**src/design/hsv_nearest_palette_match_defines.svh**
```systemverilog
// Assertion macros for the HSV nearest palette matcher.
// Used by the top level only; needs clk and rst_n in scope where expanded.
`ifndef HSV_NEAREST_PALETTE_MATCH_DEFINES_SVH
`define HSV_NEAREST_PALETTE_MATCH_DEFINES_SVH
`ifndef SYNTHESIS
`define HNPM_ASSERT(label, prop) \
  label: assert property (@(posedge clk) disable iff (!rst_n) prop) \
    else $error("hnpm assertion failed");
`define HNPM_ASSERT_NEXT(label, pre, post) \
  label: assert property (@(posedge clk) disable iff (!rst_n) pre |=> post) \
    else $error("hnpm assertion failed");
`else
`define HNPM_ASSERT(label, prop)
`define HNPM_ASSERT_NEXT(label, pre, post)
`endif
`endif

```
**src/design/hnpm_pkg.sv**
```systemverilog
// Shared constants, codes and types for the HSV nearest palette matcher.
// No dependencies.
package hnpm_pkg;

  localparam int PALETTE_DEPTH = 256;
  localparam int IDX_W = $clog2(PALETTE_DEPTH);
  localparam int CNT_W = $clog2(PALETTE_DEPTH + 1);

  localparam int FX_W  = 26;
  localparam int SQ_W  = 2 * FX_W;
  localparam int SUM_W = SQ_W + 2;

  localparam int HUE_SECTOR = 960;
  localparam int FX_SCALE   = 244800;

  localparam logic [1:0] OP_CLEAR   = 2'd0;
  localparam logic [1:0] OP_APPEND  = 2'd1;
  localparam logic [1:0] OP_SET_DIS = 2'd2;
  localparam logic [1:0] OP_QUERY   = 2'd3;

  localparam logic [1:0] ST_OK   = 2'd0;
  localparam logic [1:0] ST_DUP  = 2'd1;
  localparam logic [1:0] ST_FULL = 2'd2;
  localparam logic [1:0] ST_NONE = 2'd3;

  typedef struct packed {
    logic [1:0] op;
    logic [7:0] idx;
    logic [7:0] red;
    logic [7:0] green;
    logic [7:0] blue;
    logic       dflag;
    logic [2:0] sector;
    logic [9:0] wgt;
    logic [7:0] sat;
    logic [7:0] val;
  } cmd_t;

  typedef struct packed {
    logic [1:0] status;
    logic [7:0] index;
    logic [7:0] red;
    logic [7:0] green;
    logic [7:0] blue;
    logic [8:0] count;
  } result_t;

endpackage

```
**src/design/hnpm_front.sv**
```systemverilog
// Front end: takes commands, folds the hue into sector and weight, queues them.
// Depends on hnpm_pkg.
module hnpm_front (
  input  logic               clk,
  input  logic               rst_n,
  input  logic               start,
  output logic               busy,
  input  logic [1:0]         in_opcode,
  input  logic [7:0]         in_entry_index,
  input  logic [7:0]         in_red_in,
  input  logic [7:0]         in_green_in,
  input  logic [7:0]         in_blue_in,
  input  logic               in_disable_flag,
  input  logic [12:0]        in_hue,
  input  logic [7:0]         in_saturation,
  input  logic [7:0]         in_brightness,
  input  logic               q_pop,
  output logic               q_valid,
  output hnpm_pkg::cmd_t     q_cmd
);

  hnpm_pkg::cmd_t q_r [2];
  logic           wr_ptr_r, wr_ptr_nxt;
  logic           rd_ptr_r, rd_ptr_nxt;
  logic [1:0]     cnt_r, cnt_nxt;
  logic           push, pop;
  logic [12:0]    h_red;
  logic [10:0]    rem;
  logic [9:0]     fx;
  hnpm_pkg::cmd_t cmd;

  always_comb begin
    h_red = (in_hue >= 13'd5760) ? in_hue - 13'd5760 : in_hue;
    if (h_red >= 13'd3840) begin
      rem = 11'(h_red - 13'd3840);
    end else if (h_red >= 13'd1920) begin
      rem = 11'(h_red - 13'd1920);
    end else begin
      rem = 11'(h_red);
    end
    fx = (rem >= 11'd960) ? 10'(rem - 11'd960) : 10'(11'd960 - rem);
    cmd.op     = in_opcode;
    cmd.idx    = in_entry_index;
    cmd.red    = in_red_in;
    cmd.green  = in_green_in;
    cmd.blue   = in_blue_in;
    cmd.dflag  = in_disable_flag;
    cmd.wgt    = 10'd960 - fx;
    cmd.sat    = in_saturation;
    cmd.val    = in_brightness;
    if (h_red >= 13'd4800) begin
      cmd.sector = 3'd5;
    end else if (h_red >= 13'd3840) begin
      cmd.sector = 3'd4;
    end else if (h_red >= 13'd2880) begin
      cmd.sector = 3'd3;
    end else if (h_red >= 13'd1920) begin
      cmd.sector = 3'd2;
    end else if (h_red >= 13'd960) begin
      cmd.sector = 3'd1;
    end else begin
      cmd.sector = 3'd0;
    end
  end

  assign busy    = (cnt_r == 2'd2);
  assign q_valid = (cnt_r != 2'd0);
  assign q_cmd   = q_r[rd_ptr_r];
  assign push    = start && !busy;
  assign pop     = q_pop && q_valid;

  always_comb begin
    wr_ptr_nxt = push ? !wr_ptr_r : wr_ptr_r;
    rd_ptr_nxt = pop ? !rd_ptr_r : rd_ptr_r;
    cnt_nxt    = 2'(cnt_r + {1'b0, push} - {1'b0, pop});
  end

  always_ff @(posedge clk) begin
    if (push) begin
      q_r[wr_ptr_r] <= cmd;
    end
  end

  always_ff @(posedge clk) begin
    if (!rst_n) begin
      wr_ptr_r <= 1'b0;
      rd_ptr_r <= 1'b0;
      cnt_r    <= 2'd0;
    end else begin
      wr_ptr_r <= wr_ptr_nxt;
      rd_ptr_r <= rd_ptr_nxt;
      cnt_r    <= cnt_nxt;
    end
  end

endmodule

```
**config.mk**
```make
export PLATFORM = sky130hd
export DESIGN_NAME = hnpm_front
export DESIGN_NICKNAME = d
export VERILOG_FILES = /design/src/design/hsv_nearest_palette_match_defines.svh /design/src/design/hnpm_pkg.sv /design/src/design/hnpm_front.sv
export SDC_FILE = /design/constraint.sdc
export NUM_CORES = 1
export LEC_CHECK = 0
export BUFFER_PORTS_ARGS = -buffer_cell sky130_fd_sc_hd__buf_2
export CAP_MARGIN = 20
export CORE_MARGIN = 4
export CORE_UTILIZATION = 45
export DETAILED_ROUTE_END_ITERATION = 16
export HOLD_SLACK_MARGIN = 0.02
export PLACE_DENSITY = 0.68
export SETUP_SLACK_MARGIN = 0.1
export SLEW_MARGIN = 5
export SYNTH_ARGS = -nofsm -noshare
export SYNTH_HDL_FRONTEND = slang
export SYNTH_SLANG_ARGS = --single-unit
```
**constraint.sdc**
```tcl
create_clock -name clk -period 14.44 [get_ports clk]
set_input_delay 2.888 -clock clk [delete_from_list [all_inputs] [get_ports clk]]
set_output_delay 2.888 -clock clk [all_outputs]
set_load 0.005 [all_outputs]
```
==> results_dict.tcl <==
set metrics [dict create \
    clock_path_buffers 2 \
    synth.avg_cell_area_sq_um 15.07 \
    peakVddDrop_uv 83.20 \
    grt_start_max_net_pins 64 \
    dp_hpwl_um 8616 \
    port_buffers 133 \
    fin_skew_ps 10.95 \
    p_comb_share_pct 23.4 \
    period_share_pct 55.88 \
    htreeDepth 4 \
    postSynth.asyncResetShare_pct 0 \
    drt_first_pass_iters 5 \
    slew_headroom_pct 42.84 \
    critPathCapture "q_r[0][24]" \
    first_iter_violations 214 \
    pin_count 134 \
    timing.rr.start "cnt_r[0]" \
    tightestPinTransition_ps 857.4 \
    swShare_pct 25.73 \
    fmax_ghz 0.1239 \
    power_switching_uw 318.9 \
    synth_ff_type "edfxtp_1" \
    netlist_instances 408 \
    final_common_cell "buf_2" \
    cts-resized-gates 0 \
    holdWs_ps 564.7 \
    clock_latency_ps 410 \
    clockRootBuffer "clkbuf_16" \
    layout-drive-gt1-share_pct 45.18 \
    fin_setup_tns_ps 0 \
    grt_pass1_vias 4024 \
    gr-total-overflow 0 \
    synth_enable_flop_cells 128 \
    antenna_found_initial 0 \
    core_area_sq_mm 0.01330 \
    die_x_um 124.9 \
    hp-class "reg2reg" \
    p_total_uw 1239 \
    finalCriticalPeriod_ps 8069 \
    synth.net_count 489 \
    drt_wl_total_um 12200 \
    cp-start-kind "input pin" \
    r2r_cells 3 \
    n_antenna_cell 0 \
    die_h_um 124.9 \
    ys_ff_latch 133 \
    startpoint "in_hue[7]" \
    slew_violations 0 \
    cts_setup_buffers 0 \
    cts_tree "yes" \
    seq_area_frac_synth_pct 64.14 \
    worstSetupPathType "in2reg" \
    layout_common_cells "buf_2 (133), edfxtp_1 (128), mux2_2 (64), nand2_1 (20), clkbuf_16 (17)" \
    final_antenna_net_count 0 \
    ctsHoldBuffers 0 \
    worstPathArrival_ps 8220 \
    crit_fanout 18 \
    synth_area_leaders "edfxtp_1 (63%), mux2_2 (12%), ha_1 (2.6%)" \
    rows 42 \
    nNetsFinal 629 \
    end_kind "register" \
    path_clk_slew_ps 50 \
    grt_pass1_wl_um 20420 \
    syn_to_final_growth_pct 23.73 \
    cts.sinks 133 \
    r2r-end "q_r[1][5]" \
    required_ps 14590 \
    post-route-drc-count 0 \
    synth.largest_area_cell "edfxtp_1" \
    timing.final.hold_violations 0 \
    status "completed" \
    r2r_setup_slack_ps 12460 \
    initial_core_util_pct 46.25 \
    num_vias 3938 \
    p_leak_uw 0.002871 \
    track_usage_pct 16.27 \
    synth_area_sq_mm 0.006148 \
    rsz0062_at_grt "no" \
    hp-start "rd_ptr_r" \
    ys_types 67 \
    clkPwrFrac_pct 35.1 \
    via_per_inst 5.351 \
    synth_top_area_share_pct 62.52 \
    drt-wirelength-per-cell_um 16.57 \
    p_per_area_mw_per_mm2 162.9 \
    numCtsBuffers 17 \
    die-area_sq_mm 0.01560 \
    ys_warn_count 0 \
    power.internal_uw 920.4 \
    maxCapViolCount 0 \
    gp_congestion 0.9040 \
    p_seq_share_pct 41.4 \
    setup_viol 0 \
]
metal layers:
metal | global-route usage [%] | vias to the layer above | wire length [um]
li1 | - | 1863 | -
met1 | 20.01 | 1929 | 5224
met2 | 27.19 | 125 | 6067
met3 | 3.559 | 21 | 586
met4 | 7.972 | 0 | 318
met5 | 0 | - | 0
worst min-delay path by stage:
stage | to | slack [ps] | depth (start not counted)
finish | register | 560 | 2
global route | register | 580 | 2
CTS | register | 570 | 2
detailed placement | register | 550 | 2
global placement | rd_ptr_r | 520 | 2
floorplan | register | 500 | 2
critical path: stages:
cell      delay (ps)
buf_2            130
inv_1            150
ha_1             340
o31ai_2          500
nor2_2           160
o21ai_1          420
ha_1             320
and3_1           170
a31oi_1          130
a21oi_4          330
a21oi_1          130
xnor2_1          420
ha_1             290
a222oi_1          80
and2b_1          240
o21ai_4          400
mux2i_1          260
ha_1             220
nand3_1           90
o22ai_1          280
a21oi_1          130
xnor2_1          150
registers in the layout (all words and copies together), names as in the netlist, named ones only:
signal / count
wr_ptr_r: 1
cnt_r: 2
q_r: 128
rd_ptr_r: 1
synth_stat cells (2+ instances only):
master / n
o21ai_1: 2
and2_1: 7
o21a_1: 3
a41oi_1: 3
or2_2: 4
mux2i_1: 2
nand4_1: 2
nand2_1: 20
a22oi_1: 2
nand3_1: 5
xor2_1: 6
and3_1: 6
a22o_1: 2
buf_4: 2
o211ai_1: 4
mux2_2: 64
ha_1: 13
a21oi_1: 10
o31ai_1: 3
clkbuf_1: 10
a31oi_1: 5
nor2_1: 13
nand2b_1: 2
edfxtp_1: 128
inv_1: 10
o22ai_1: 3
xnor2_1: 11
a211oi_1: 2
buf_2: 3
o21ai_0: 10
nor3_1: 7
nor2b_1: 5
dfxtp_1: 5
kinds of logic (layout without fill, tap and decap cells):
family,Yosys count,after routing,share of synthesized area [%]
compound gates,69,69,9.097
xor+xnor,18,18,2.869
fa+ha+maj,13,13,2.646
buf+inv,26,178,1.770
flops,133,133,64.14
mux,66,66,12.05
simple gates,83,83,7.428
through the flow:
| stage | worst slack, ps | cell area [sq um] | std cells | utilization (%) |
|---|---|---|---|---|
| 6_report | 6371 | 7607 | 736 | 57.22 |
| 5_1_grt | 5858 | 7607 | 736 | 57.22 |
| 3_3_place_gp | 6274 | 6999 | 705 | 52.64 |
| 4_1_cts | 6414 | 7607 | 736 | 57.22 |
| 2_1_floorplan | 6896 | 6148 | 408 | - |
| 3_5_place_dp | 5998 | 6999 | 705 | 52.64 |
power groups by stage:
stage / Sequential, uW / Combinational [uW] / Clock (uW)
finish: 514 / 290 / 436
global placement: 519 / 290 / 0
floorplan: 510 / 194 / 0
detailed placement: 522 / 294 / 0
CTS: 514 / 296 / 445
global route: 520 / 320 / 464
layout make-up:
| type | instances | area (sq um) |
|---|---|---|
| multi-input cells | 249 | 2105 |
| clock buffers | 17 | 425.4 |
| well taps | 176 | 220.2 |
| repair buffers | 136 | 688.2 |
| clock inverters | 14 | 182.7 |
| fillers | 1094 | 5688 |
| flip-flops and latches | 133 | 3945 |
| inverters | 11 | 41.29 |
Power figures use the tool's default switching activity.
